`config.mk`:
```
export PLATFORM = sky130hd
export DESIGN_NAME = round_robin_thread_ring
export DESIGN_NICKNAME = d
export VERILOG_FILES = /design/src/design/rrtr_pkg.sv /design/src/design/rrtr_ram.sv /design/src/design/round_robin_thread_ring.sv
export SDC_FILE = /design/constraint.sdc
export NUM_CORES = 1
export LEC_CHECK = 0
export BUFFER_PORTS_ARGS = -buffer_cell sky130_fd_sc_hd__clkbuf_2
export CAP_MARGIN = 30
export CORE_MARGIN = 8
export CORE_UTILIZATION = 25
export CTS_BUF_LIST = sky130_fd_sc_hd__clkbuf_8 sky130_fd_sc_hd__clkbuf_16
export CTS_CLUSTER_SIZE = 20
export DETAILED_ROUTE_END_ITERATION = 10
export REMOVE_ABC_BUFFERS = 1
export SYNTH_ARGS = -nofsm -noshare
export SYNTH_HDL_FRONTEND = slang
export SYNTH_SLANG_ARGS = --single-unit
```
`constraint.sdc`:
```
create_clock -name clock -period 5.31 [get_ports clock]
set_input_delay 0 -clock clock [delete_from_list [all_inputs] [get_ports clock]]
set_output_delay 0 -clock clock [all_outputs]
set_load 0.005 [all_outputs]
```
`src/design/rrtr_pkg.sv`:
```
// ----------------------------------------------------------------------------
// rrtr_pkg
// Shared sizes, codes and item types of the round-robin thread ring.
// ----------------------------------------------------------------------------
package rrtr_pkg;

   // ring size and id width
   localparam int SLOTS    = 16;
   localparam int ID_WIDTH = 8;

   // derived widths
   localparam int IDX_W = $clog2(SLOTS);
   localparam int CNT_W = $clog2(SLOTS + 1);

   // request codes
   typedef enum logic [1:0] {
      OP_ADD    = 2'd0,
      OP_GET    = 2'd1,
      OP_RETURN = 2'd2,
      OP_REMOVE = 2'd3
   } op_type;

   // result status codes
   typedef enum logic [2:0] {
      ST_OK        = 3'd0,
      ST_NONE      = 3'd1,
      ST_NOT_FOUND = 3'd2,
      ST_FULL      = 3'd3,
      ST_DUP       = 3'd4
   } status_type;

   // input item
   typedef struct packed {
      logic [1:0] req_type;
      logic [7:0] thread_id;
   } req_item_type;

   // result item
   typedef struct packed {
      logic [2:0] status;
      logic [7:0] granted_id;
      logic [4:0] occupied_count;
      logic [4:0] free_count;
   } rsp_item_type;

   // ring links of one slot
   typedef struct packed {
      logic [IDX_W-1:0] link_next;
      logic [IDX_W-1:0] link_prev;
   } link_type;

endpackage

```
`src/design/rrtr_ram.sv`:
```
// ----------------------------------------------------------------------------
// rrtr_ram
// Generic single write port, single read port RAM with registered read data.
// ----------------------------------------------------------------------------
module rrtr_ram #(
   parameter int WIDTH = 8,
   parameter int DEPTH = 16
) (
   input  logic                     clock,
   input  logic                     wr_en,
   input  logic [$clog2(DEPTH)-1:0] wr_addr,
   input  logic [WIDTH-1:0]         wr_data,
   input  logic [$clog2(DEPTH)-1:0] rd_addr,
   output logic [WIDTH-1:0]         rd_data
);

   logic [WIDTH-1:0] mem_ff [DEPTH];
   logic [WIDTH-1:0] rd_data_ff;

   // write port and registered read port
   always_ff @(posedge clock) begin
      if (wr_en) begin
         mem_ff[wr_addr] <= wr_data;
      end
      rd_data_ff <= mem_ff[rd_addr];
   end

   assign rd_data = rd_data_ff;

endmodule

```
`src/design/round_robin_thread_ring.sv`:
```
// ----------------------------------------------------------------------------
// round_robin_thread_ring
// Ring of thread ids with taken marks and a rotating current pointer.
// Ids and ring links live in two RAMs; valid and taken marks in flip-flops.
// ----------------------------------------------------------------------------
// one item at a time; by request code:
//   get next goes straight to the result on an empty ring, else walks one ring
//   entry per cycle; add on a full ring also goes straight to the result;
//   return, remove and add run the id search, one slot of the id RAM per cycle
// next item accepted the cycle after the result loads; it may wait in the
// result register; reset clears marks, counts and pointer, RAMs need no clearing
module round_robin_thread_ring (
   input  logic                  clock,
   input  logic                  reset,
   input  logic                  req_valid,
   output logic                  req_ready,
   input  rrtr_pkg::req_item_type req_item,
   output logic                  rsp_valid,
   input  logic                  rsp_ready,
   output rrtr_pkg::rsp_item_type rsp_item
);

   localparam int IDX_W = rrtr_pkg::IDX_W;
   localparam int CNT_W = rrtr_pkg::CNT_W;
   localparam int ID_W  = rrtr_pkg::ID_WIDTH;
   localparam int SLOTS = rrtr_pkg::SLOTS;
   localparam int LNK_W = $bits(rrtr_pkg::link_type);

   typedef enum logic [14:0] {
      S_IDLE     = 15'b000000000000001,
      S_SCAN     = 15'b000000000000010,
      S_GET_RD   = 15'b000000000000100,
      S_GET_STEP = 15'b000000000001000,
      S_ADD_RD   = 15'b000000000010000,
      S_ADD_P    = 15'b000000000100000,
      S_ADD_WS   = 15'b000000001000000,
      S_ADD_WP   = 15'b000000010000000,
      S_ADD_WC   = 15'b000000100000000,
      S_REM_RD   = 15'b000001000000000,
      S_REM_PV   = 15'b000010000000000,
      S_REM_NX   = 15'b000100000000000,
      S_REM_WP   = 15'b001000000000000,
      S_REM_WN   = 15'b010000000000000,
      S_RESP     = 15'b100000000000000
   } state_type;

   // control state
   state_type              state_ff, state_in;
   logic [SLOTS-1:0]       valid_ff, valid_in;
   logic [SLOTS-1:0]       taken_ff, taken_in;
   logic [IDX_W-1:0]       cur_ff, cur_in;
   logic [CNT_W-1:0]       held_ff, held_in;
   logic [CNT_W-1:0]       untaken_ff, untaken_in;
   logic                   rsp_valid_ff, rsp_valid_in;

   // working registers of the item in flight
   logic [1:0]             type_ff, type_in;
   logic [ID_W-1:0]        id_ff, id_in;
   logic [IDX_W-1:0]       slot_ff, slot_in;
   logic [CNT_W-1:0]       scan_ff, scan_in;
   logic                   chk_ff, chk_in;
   logic [IDX_W-1:0]       idx_ff, idx_in;
   logic                   free_seen_ff, free_seen_in;
   logic [IDX_W-1:0]       free_ff, free_in;
   logic [IDX_W-1:0]       walk_ff, walk_in;
   logic [CNT_W-1:0]       step_ff, step_in;
   rrtr_pkg::link_type     lnk_a_ff, lnk_a_in;
   rrtr_pkg::link_type     lnk_b_ff, lnk_b_in;
   rrtr_pkg::link_type     lnk_c_ff, lnk_c_in;
   rrtr_pkg::status_type   status_ff, status_in;
   logic [7:0]             granted_ff, granted_in;
   rrtr_pkg::rsp_item_type rsp_item_ff, rsp_item_in;
   logic                   rsp_load;

   // memory ports
   logic                   id_we;
   logic [IDX_W-1:0]       id_waddr, id_raddr;
   logic [ID_W-1:0]        id_wdata, id_rdata;
   logic                   lnk_we;
   logic [IDX_W-1:0]       lnk_waddr, lnk_raddr;
   rrtr_pkg::link_type     lnk_wdata, lnk_rdata;
   logic [LNK_W-1:0]       lnk_rd_raw;

   // search results
   logic                   scan_hit, scan_done, free_any;
   logic [IDX_W-1:0]       free_now;

   rrtr_ram #(.WIDTH(ID_W), .DEPTH(SLOTS)) u_id_ram (
      .clock   (clock),
      .wr_en   (id_we),
      .wr_addr (id_waddr),
      .wr_data (id_wdata),
      .rd_addr (id_raddr),
      .rd_data (id_rdata)
   );

   rrtr_ram #(.WIDTH(LNK_W), .DEPTH(SLOTS)) u_link_ram (
      .clock   (clock),
      .wr_en   (lnk_we),
      .wr_addr (lnk_waddr),
      .wr_data (lnk_wdata),
      .rd_addr (lnk_raddr),
      .rd_data (lnk_rd_raw)
   );

   assign lnk_rdata = lnk_rd_raw;

   // id search: compare the slot read in the previous cycle
   assign scan_hit  = chk_ff && valid_ff[idx_ff] && (id_rdata == id_ff);
   assign scan_done = chk_ff && (scan_hit || (idx_ff == IDX_W'(SLOTS - 1)));
   assign free_any  = free_seen_ff || (chk_ff && !valid_ff[idx_ff]);
   assign free_now  = free_seen_ff ? free_ff : idx_ff;

   assign req_ready = (state_ff == S_IDLE);

   // sequencer
   always_comb begin
      state_in     = state_ff;
      valid_in     = valid_ff;
      taken_in     = taken_ff;
      cur_in       = cur_ff;
      held_in      = held_ff;
      untaken_in   = untaken_ff;
      type_in      = type_ff;
      id_in        = id_ff;
      slot_in      = slot_ff;
      scan_in      = scan_ff;
      chk_in       = chk_ff;
      idx_in       = idx_ff;
      free_seen_in = free_seen_ff;
      free_in      = free_ff;
      walk_in      = walk_ff;
      step_in      = step_ff;
      lnk_a_in     = lnk_a_ff;
      lnk_b_in     = lnk_b_ff;
      lnk_c_in     = lnk_c_ff;
      status_in    = status_ff;
      granted_in   = granted_ff;
      rsp_load     = 1'b0;
      id_we        = 1'b0;
      id_waddr     = slot_ff;
      id_wdata     = id_ff;
      id_raddr     = walk_ff;
      lnk_we       = 1'b0;
      lnk_waddr    = slot_ff;
      lnk_wdata    = lnk_a_ff;
      lnk_raddr    = walk_ff;

      case (state_ff)
         S_IDLE: begin
            if (req_valid) begin
               type_in      = req_item.req_type;
               id_in        = ID_W'(req_item.thread_id);
               scan_in      = '0;
               chk_in       = 1'b0;
               free_seen_in = 1'b0;
               walk_in      = cur_ff;
               step_in      = '0;
               granted_in   = '0;
               status_in    = rrtr_pkg::ST_OK;
               if (req_item.req_type == rrtr_pkg::OP_GET) begin
                  if (held_ff == '0) begin
                     status_in = rrtr_pkg::ST_NONE;
                     state_in  = S_RESP;
                  end else begin
                     state_in = S_GET_RD;
                  end
               end else if (req_item.req_type == rrtr_pkg::OP_ADD &&
                            held_ff >= CNT_W'(SLOTS)) begin
                  status_in = rrtr_pkg::ST_FULL;
                  state_in  = S_RESP;
               end else begin
                  state_in = S_SCAN;
               end
            end
         end

         // one slot of the id RAM per cycle, compared in the next cycle
         S_SCAN: begin
            id_raddr = scan_ff[IDX_W-1:0];
            chk_in   = (scan_ff < CNT_W'(SLOTS));
            idx_in   = scan_ff[IDX_W-1:0];
            if (scan_ff < CNT_W'(SLOTS)) begin
               scan_in = scan_ff + CNT_W'(1);
            end
            if (chk_ff && !valid_ff[idx_ff] && !free_seen_ff) begin
               free_seen_in = 1'b1;
               free_in      = idx_ff;
            end
            if (scan_done) begin
               state_in = S_RESP;
               case (type_ff)
                  rrtr_pkg::OP_ADD: begin
                     if (scan_hit) begin
                        status_in = rrtr_pkg::ST_DUP;
                     end else if (!free_any) begin
                        status_in = rrtr_pkg::ST_FULL;
                     end else begin
                        slot_in  = free_now;
                        state_in = (held_ff == '0) ? S_ADD_WS : S_ADD_RD;
                     end
                  end
                  rrtr_pkg::OP_RETURN: begin
                     if (!scan_hit) begin
                        status_in = rrtr_pkg::ST_NOT_FOUND;
                     end else if (taken_ff[idx_ff]) begin
                        taken_in[idx_ff] = 1'b0;
                        untaken_in       = untaken_ff + CNT_W'(1);
                     end
                  end
                  rrtr_pkg::OP_REMOVE: begin
                     if (!scan_hit) begin
                        status_in = rrtr_pkg::ST_NOT_FOUND;
                     end else begin
                        slot_in  = idx_ff;
                        state_in = S_REM_RD;
                     end
                  end
                  default: begin
                     status_in = rrtr_pkg::ST_NONE;
                  end
               endcase
            end
         end

         // get next: walk the ring from current
         S_GET_RD: begin
            id_raddr  = walk_ff;
            lnk_raddr = walk_ff;
            state_in  = S_GET_STEP;
         end

         S_GET_STEP: begin
            if (valid_ff[walk_ff] && !taken_ff[walk_ff]) begin
               taken_in[walk_ff] = 1'b1;
               untaken_in        = untaken_ff - CNT_W'(1);
               cur_in            = lnk_rdata.link_next;
               granted_in        = 8'(id_rdata);
               status_in         = rrtr_pkg::ST_OK;
               state_in          = S_RESP;
            end else if ((step_ff + CNT_W'(1)) >= held_ff) begin
               status_in = rrtr_pkg::ST_NONE;
               state_in  = S_RESP;
            end else begin
               walk_in   = lnk_rdata.link_next;
               id_raddr  = lnk_rdata.link_next;
               lnk_raddr = lnk_rdata.link_next;
               step_in   = step_ff + CNT_W'(1);
            end
         end

         // add: read links of current and its predecessor
         S_ADD_RD: begin
            lnk_raddr = cur_ff;
            state_in  = S_ADD_P;
         end

         S_ADD_P: begin
            lnk_a_in  = lnk_rdata;
            lnk_raddr = lnk_rdata.link_prev;
            state_in  = S_ADD_WS;
         end

         // write the new entry
         S_ADD_WS: begin
            lnk_b_in = lnk_rdata;
            id_we    = 1'b1;
            lnk_we   = 1'b1;
            lnk_waddr = slot_ff;
            if (held_ff == '0) begin
               lnk_wdata.link_next = slot_ff;
               lnk_wdata.link_prev = slot_ff;
               state_in            = S_ADD_WC;
            end else begin
               lnk_wdata.link_next = cur_ff;
               lnk_wdata.link_prev = lnk_a_ff.link_prev;
               state_in            = S_ADD_WP;
            end
         end

         // predecessor now points at the new entry
         S_ADD_WP: begin
            lnk_we              = 1'b1;
            lnk_waddr           = lnk_a_ff.link_prev;
            lnk_wdata.link_next = slot_ff;
            lnk_wdata.link_prev = lnk_b_ff.link_prev;
            state_in            = S_ADD_WC;
         end

         // current points back at the new entry; forward when it was alone
         S_ADD_WC: begin
            lnk_we              = (held_ff != '0);
            lnk_waddr           = cur_ff;
            lnk_wdata.link_next = (lnk_a_ff.link_prev == cur_ff) ? slot_ff
                                                                  : lnk_a_ff.link_next;
            lnk_wdata.link_prev = slot_ff;
            valid_in[slot_ff]   = 1'b1;
            taken_in[slot_ff]   = 1'b0;
            cur_in              = slot_ff;
            held_in             = held_ff + CNT_W'(1);
            untaken_in          = untaken_ff + CNT_W'(1);
            status_in           = rrtr_pkg::ST_OK;
            state_in            = S_RESP;
         end

         // remove: read the entry and both neighbors
         S_REM_RD: begin
            lnk_raddr = slot_ff;
            state_in  = S_REM_PV;
         end

         S_REM_PV: begin
            lnk_a_in  = lnk_rdata;
            lnk_raddr = lnk_rdata.link_prev;
            state_in  = S_REM_NX;
         end

         S_REM_NX: begin
            lnk_b_in  = lnk_rdata;
            lnk_raddr = lnk_a_ff.link_next;
            state_in  = S_REM_WP;
         end

         S_REM_WP: begin
            lnk_c_in            = lnk_rdata;
            lnk_we              = 1'b1;
            lnk_waddr           = lnk_a_ff.link_prev;
            lnk_wdata.link_next = lnk_a_ff.link_next;
            lnk_wdata.link_prev = lnk_b_ff.link_prev;
            state_in            = S_REM_WN;
         end

         // successor points back; forward when both neighbors are one entry
         S_REM_WN: begin
            lnk_we              = 1'b1;
            lnk_waddr           = lnk_a_ff.link_next;
            lnk_wdata.link_next = (lnk_a_ff.link_next == lnk_a_ff.link_prev)
                                  ? lnk_a_ff.link_next : lnk_c_ff.link_next;
            lnk_wdata.link_prev = lnk_a_ff.link_prev;
            valid_in[slot_ff]   = 1'b0;
            taken_in[slot_ff]   = 1'b0;
            if (!taken_ff[slot_ff] && untaken_ff != '0) begin
               untaken_in = untaken_ff - CNT_W'(1);
            end
            held_in = held_ff - CNT_W'(1);
            if (held_ff == CNT_W'(1)) begin
               cur_in = '0;
            end else if (slot_ff == cur_ff) begin
               cur_in = lnk_a_ff.link_next;
            end
            status_in = rrtr_pkg::ST_OK;
            state_in  = S_RESP;
         end

         // hand the result to the output register
         S_RESP: begin
            if (!rsp_valid_ff || rsp_ready) begin
               rsp_load = 1'b1;
               state_in = S_IDLE;
            end
         end

         default: begin
            state_in = S_IDLE;
         end
      endcase
   end

   // result register
   always_comb begin
      rsp_valid_in = rsp_load || (rsp_valid_ff && !rsp_ready);
      rsp_item_in  = rsp_item_ff;
      if (rsp_load) begin
         rsp_item_in.status         = status_ff;
         rsp_item_in.granted_id     = granted_ff;
         rsp_item_in.occupied_count = 5'(held_ff);
         rsp_item_in.free_count     = 5'(untaken_ff);
      end
   end

   // control registers
   always_ff @(posedge clock) begin
      if (reset) begin
         state_ff     <= S_IDLE;
         valid_ff     <= '0;
         taken_ff     <= '0;
         cur_ff       <= '0;
         held_ff      <= '0;
         untaken_ff   <= '0;
         rsp_valid_ff <= 1'b0;
      end else begin
         state_ff     <= state_in;
         valid_ff     <= valid_in;
         taken_ff     <= taken_in;
         cur_ff       <= cur_in;
         held_ff      <= held_in;
         untaken_ff   <= untaken_in;
         rsp_valid_ff <= rsp_valid_in;
      end
   end

   // working and payload registers
   always_ff @(posedge clock) begin
      type_ff      <= type_in;
      id_ff        <= id_in;
      slot_ff      <= slot_in;
      scan_ff      <= scan_in;
      chk_ff       <= chk_in;
      idx_ff       <= idx_in;
      free_seen_ff <= free_seen_in;
      free_ff      <= free_in;
      walk_ff      <= walk_in;
      step_ff      <= step_in;
      lnk_a_ff     <= lnk_a_in;
      lnk_b_ff     <= lnk_b_in;
      lnk_c_ff     <= lnk_c_in;
      status_ff    <= status_in;
      granted_ff   <= granted_in;
      rsp_item_ff  <= rsp_item_in;
   end

   assign rsp_valid = rsp_valid_ff;
   assign rsp_item  = rsp_item_ff;

   // held count tracks the valid marks
   a_held_matches_valid: assert property (@(posedge clock) disable iff (reset)
      $countones(valid_ff) == int'(held_ff))
      else $error("held count differs from number of valid slots");

   // free count tracks valid entries not taken
   a_free_matches_marks: assert property (@(posedge clock) disable iff (reset)
      $countones(valid_ff & ~taken_ff) == int'(untaken_ff))
      else $error("free count differs from valid untaken slots");

   // only held entries can be taken
   a_taken_only_valid: assert property (@(posedge clock) disable iff (reset)
      (taken_ff & ~valid_ff) == '0)
      else $error("taken mark on a slot that holds no entry");

   // a new item is only taken with the sequencer idle and leaves it next cycle
   a_accept_leaves_idle: assert property (@(posedge clock) disable iff (reset)
      (req_valid && req_ready) |=> (state_ff != S_IDLE))
      else $error("accepted item did not start the sequencer");

endmodule
```
==> impl_metrics.env <==
export IMPL_cts_sinks=420
export IMPL_r2r_start="walk_ff[0]$_DFFE_PP_"
export IMPL_crit_slowest_cell="edfxtp_1"
export IMPL_holdWs_ns=0.128
export IMPL_cts_buffers=45
export IMPL_final_period_utilization=0.831
export IMPL_critPathTopFamily="compound AO/OA/AOI/OAI gates"
export IMPL_clk_latency_ns=0.60
export IMPL_diodes=0
export IMPL_first_iter_violations=1351
export IMPL_cts_tree="built"
export IMPL_regToRegEndpoint="u_id_ram.rd_data[3]$_DFF_P_"
export IMPL_first_global_vias=12700
export IMPL_syn_cell_area_mm2=0.0189
export IMPL_place_ws_ns=0.941
export IMPL_finalNonFillerCells=2509
export IMPL_globalplace_congestion=0.887
export IMPL_hold_viol=0
export IMPL_fmax_ghz=0.227
export IMPL_cap_violations=0
export IMPL_worstMarginPinSlew_ns=1.07
export IMPL_yosysTopAreaCellShare=0.543
export IMPL_power_frac_seq=0.502
export IMPL_cp_required_ns=5.74
export IMPL_first_pass_iters=6
export IMPL_skew_ns=0.0371
export IMPL_groute_usage_overall=0.115
export IMPL_reg2regPathDepth=10
export IMPL_drive_gt1_frac=0.138
export IMPL_worst_path_max_fanout=21
export IMPL_die_w_um=291
export IMPL_hold_end="taken_ff[2]$_SDFFE_PP0P_"
export IMPL_die_y_um=291
export IMPL_p_int_mw=5.72
export IMPL_die_area_mm2=0.0846
export IMPL_synth_cell_types=83
export IMPL_syn_to_final_growth_pct=15.2
export IMPL_port_buffers=36
export IMPL_slew_viol_final=0
export IMPL_grt_max_degree=36
export IMPL_fin_nets=1526
export IMPL_synth_main_ff_cell="edfxtp_1"
export IMPL_core_area_mm2=0.0754
export IMPL_hpwl_mm=33.6
export IMPL_p_per_area_mw_per_mm2=351
export IMPL_drt_wl_total_mm=50.4
export IMPL_crit_arrival_ns=4.85
export IMPL_yosys_register_bits=420
export IMPL_ir_drop_v=0.000290
export IMPL_p_sw_mw=1.92
export IMPL_combPwrFrac=0.086
export IMPL_path_buf_inv=1
export IMPL_synth_top_area_cell="edfxtp_1"
export IMPL_setup_slack_ns=0.895
export IMPL_min_path_cells=2
export IMPL_startpoint_type="register"
export IMPL_post_route_min_period_ns=4.41
export IMPL_outcome="finished clean"
export IMPL_critPathMaxStageDelay_ns=0.87
export IMPL_rsz0062_at_grt="no"
export IMPL_yosysSeqAreaShare=0.626
export IMPL_switching_share=0.252
export IMPL_rrSetupSlack_ns=0.90
export IMPL_cts_max_path_buffers=3
export IMPL_post_place_cells=2413
export IMPL_cp_depth=10
export IMPL_clk_pin_slew_ns=0.06
export IMPL_worst_slew_margin_rel=0.274
export IMPL_ctsResizeCount=0
export IMPL_worstSetupPathType="reg2reg"
export IMPL_cts_max_level=2
export IMPL_cts_root_buf="clkbuf_16"
export IMPL_vias=12700
export IMPL_yosys_warnings=0
export IMPL_avgViaCountPerCell=5.07
export IMPL_antenna_found_initial=0
export IMPL_ant_nets=0
export IMPL_power_total_mw=7.64
export IMPL_avgSynthCellArea_um2=12.9
export IMPL_leakage_nw=7.34
export IMPL_fin_util=0.289
export IMPL_overflow=0
export IMPL_grt_pass1_wl_mm=77.7
export IMPL_num_rows=101
export IMPL_io_pin_count=37
export IMPL_synth_edff_count=342
export IMPL_holdCritPathClass="in2reg"
export IMPL_endpoint_kind="register"
export IMPL_initial_core_util=0.250
export IMPL_clkPwrFrac=0.412
export IMPL_finalSetupViolations=0
export IMPL_async_flop_share=0
export IMPL_avgRoutedWirePerCell_um=20.1
export IMPL_drc=0
export IMPL_synth_cells=1467
export IMPL_holdCritStartpoint="reset"
export IMPL_synth_area_leaders="edfxtp_1 (54%), dfxtp_1 (8.3%), mux2i_1 (4.6%), mux4_2 (2.7%), nand3_1 (2.4%)"
export IMPL_path_cells="mux4_2, a22oi_1, nand3_1, o221a_1, a21oi_1, o22a_4, buf_4, mux2i_1, o22ai_1, or4_1"
-- kinds of logic after synthesis --
group	count (synthesis)	synth area share
AND/OR/NAND/NOR	454	0.128
flip-flops	420	0.626
AO/OA/AOI/OAI	316	0.114
multiplexers	114	0.0759
buffers and inverters	109	0.0271
XOR/XNOR	36	0.0167
adder cells (fa/ha/maj)	18	0.0123
-- worst max path at each step --
| stage | start | to | slack (ns) |
|---|---|---|---|
| global route | walk_ff[0]$_DFFE_PP_ | u_id_ram.rd_data[2]$_DFF_P_ | 0.60 |
| floorplan | walk_ff[0]$_DFFE_PP_ | u_link_ram.rd_data[0]$_DFF_P_ | -0.36 |
| finish | walk_ff[0]$_DFFE_PP_ | u_id_ram.rd_data[3]$_DFF_P_ | 0.90 |
| detailed placement | walk_ff[0]$_DFFE_PP_ | u_id_ram.rd_data[3]$_DFF_P_ | 0.94 |
| CTS | walk_ff[0]$_DFFE_PP_ | u_id_ram.rd_data[3]$_DFF_P_ | 0.90 |
| global placement | walk_ff[0]$_DFFE_PP_ | u_id_ram.rd_data[0]$_DFF_P_ | 1.06 |
-- Yosys cell counts, types with 17 or more instances --
| cell | instances |
|---|---|
| a211oi_1 | 19 |
| a21oi_1 | 84 |
| a221o_1 | 23 |
| a22oi_1 | 20 |
| a311oi_1 | 17 |
| and2_1 | 20 |
| buf_2 | 17 |
| clkbuf_1 | 62 |
| dfxtp_1 | 78 |
| edfxtp_1 | 342 |
| ha_1 | 17 |
| mux2i_1 | 87 |
| mux4_2 | 23 |
| nand2_1 | 108 |
| nand3_1 | 92 |
| nor2_1 | 76 |
| nor3_1 | 36 |
| o21ai_0 | 63 |
| o22ai_1 | 32 |
| xor2_1 | 23 |
-- through the flow --
step / TNS, ns / area (um^2)
detailed placement: 0 / 20100
floorplan: -3.37 / 18400
CTS: 0 / 21800
global route: 0 / 21800
finish: 0 / 21800
global placement: 0 / 20100
-- layout by cell type (no fill, tap or decap), types with 6 or more instances in the layout --
cell / instances
a211oi_1: 19
a21oi_1: 84
a221o_1: 23
a22oi_1: 20
a311oi_1: 17
and2_1: 20
and3_1: 13
buf_4: 18
clkbuf_16: 47
clkbuf_2: 36
clkinv_2: 9
dfxtp_1: 78
dlygate4sd3_1: 12
edfxtp_1: 342
ha_1: 17
inv_1: 23
mux2i_1: 87
mux4_2: 23
nand2_1: 108
nand2b_1: 11
nand3_1: 92
nand4_1: 10
nor2_1: 76
nor2b_1: 9
nor3_1: 27
nor3_2: 9
nor3b_1: 6
nor4_1: 15
nor4b_1: 6
o21ai_0: 62
o22ai_1: 32
or4_1: 13
xnor2_1: 13
xor2_1: 23
-- worst reg2reg max path, stage by stage (launching register included) --
cell      delay (ns)
edfxtp_1        0.87
mux4_2          0.59
a22oi_1         0.19
nand3_1         0.17
o221a_1         0.43
a21oi_1         0.26
o22a_4          0.45
buf_4           0.40
mux2i_1         0.24
o22ai_1         0.09
or4_1           0.54
-- layout make-up --
| cell class | count | area (um^2) |
|---|---|---|
| clock buffers | 52 | 1240 |
| clock inverters | 32 | 264 |
| fillers | 7545 | 53700 |
| inverters | 16 | 60.1 |
| multi-input cells | 938 | 6630 |
| flip-flops and latches | 420 | 11800 |
| well taps | 978 | 1220 |
| repair buffers | 73 | 519 |
-- timing repair --
action | in CTS | in global routing
setup buffers | 0 | 0
endpoints found under the hold margin | 16 | 0
hold buffers | 12 | 0
-- routing by layer --
layer | global-route usage | routed length, um
met1 | 0.153 | 21600
met2 | 0.186 | 23700
met3 | 0.0249 | 3730
met4 | 0.0390 | 1450
met5 | 0 | 0
-- sequential cells by signal, indices dropped and copies added (netlist names), 8 cells and up, named ones only --
name / count
u_id_ram.rd_data: 8
u_link_ram.mem_ff: 128
u_link_ram.rd_data: 8
id_ff: 8
state_ff: 15
u_id_ram.mem_ff: 128
rsp_item: 21
lnk_a_ff: 8
taken_ff: 16
granted_ff: 8
-- power by group through the flow --
| stage | clock network, mW | logic, mW | registers, mW |
|---|---|---|---|
| CTS | 3.21 | 0.652 | 3.83 |
| detailed placement | 0 | 0.640 | 3.90 |
| global route | 3.35 | 0.714 | 3.84 |
| finish | 3.15 | 0.655 | 3.84 |
| global placement | 0 | 0.626 | 3.90 |
| floorplan | 0 | 0.467 | 3.82 |
Note: power is estimated with default switching activity, not from simulation.
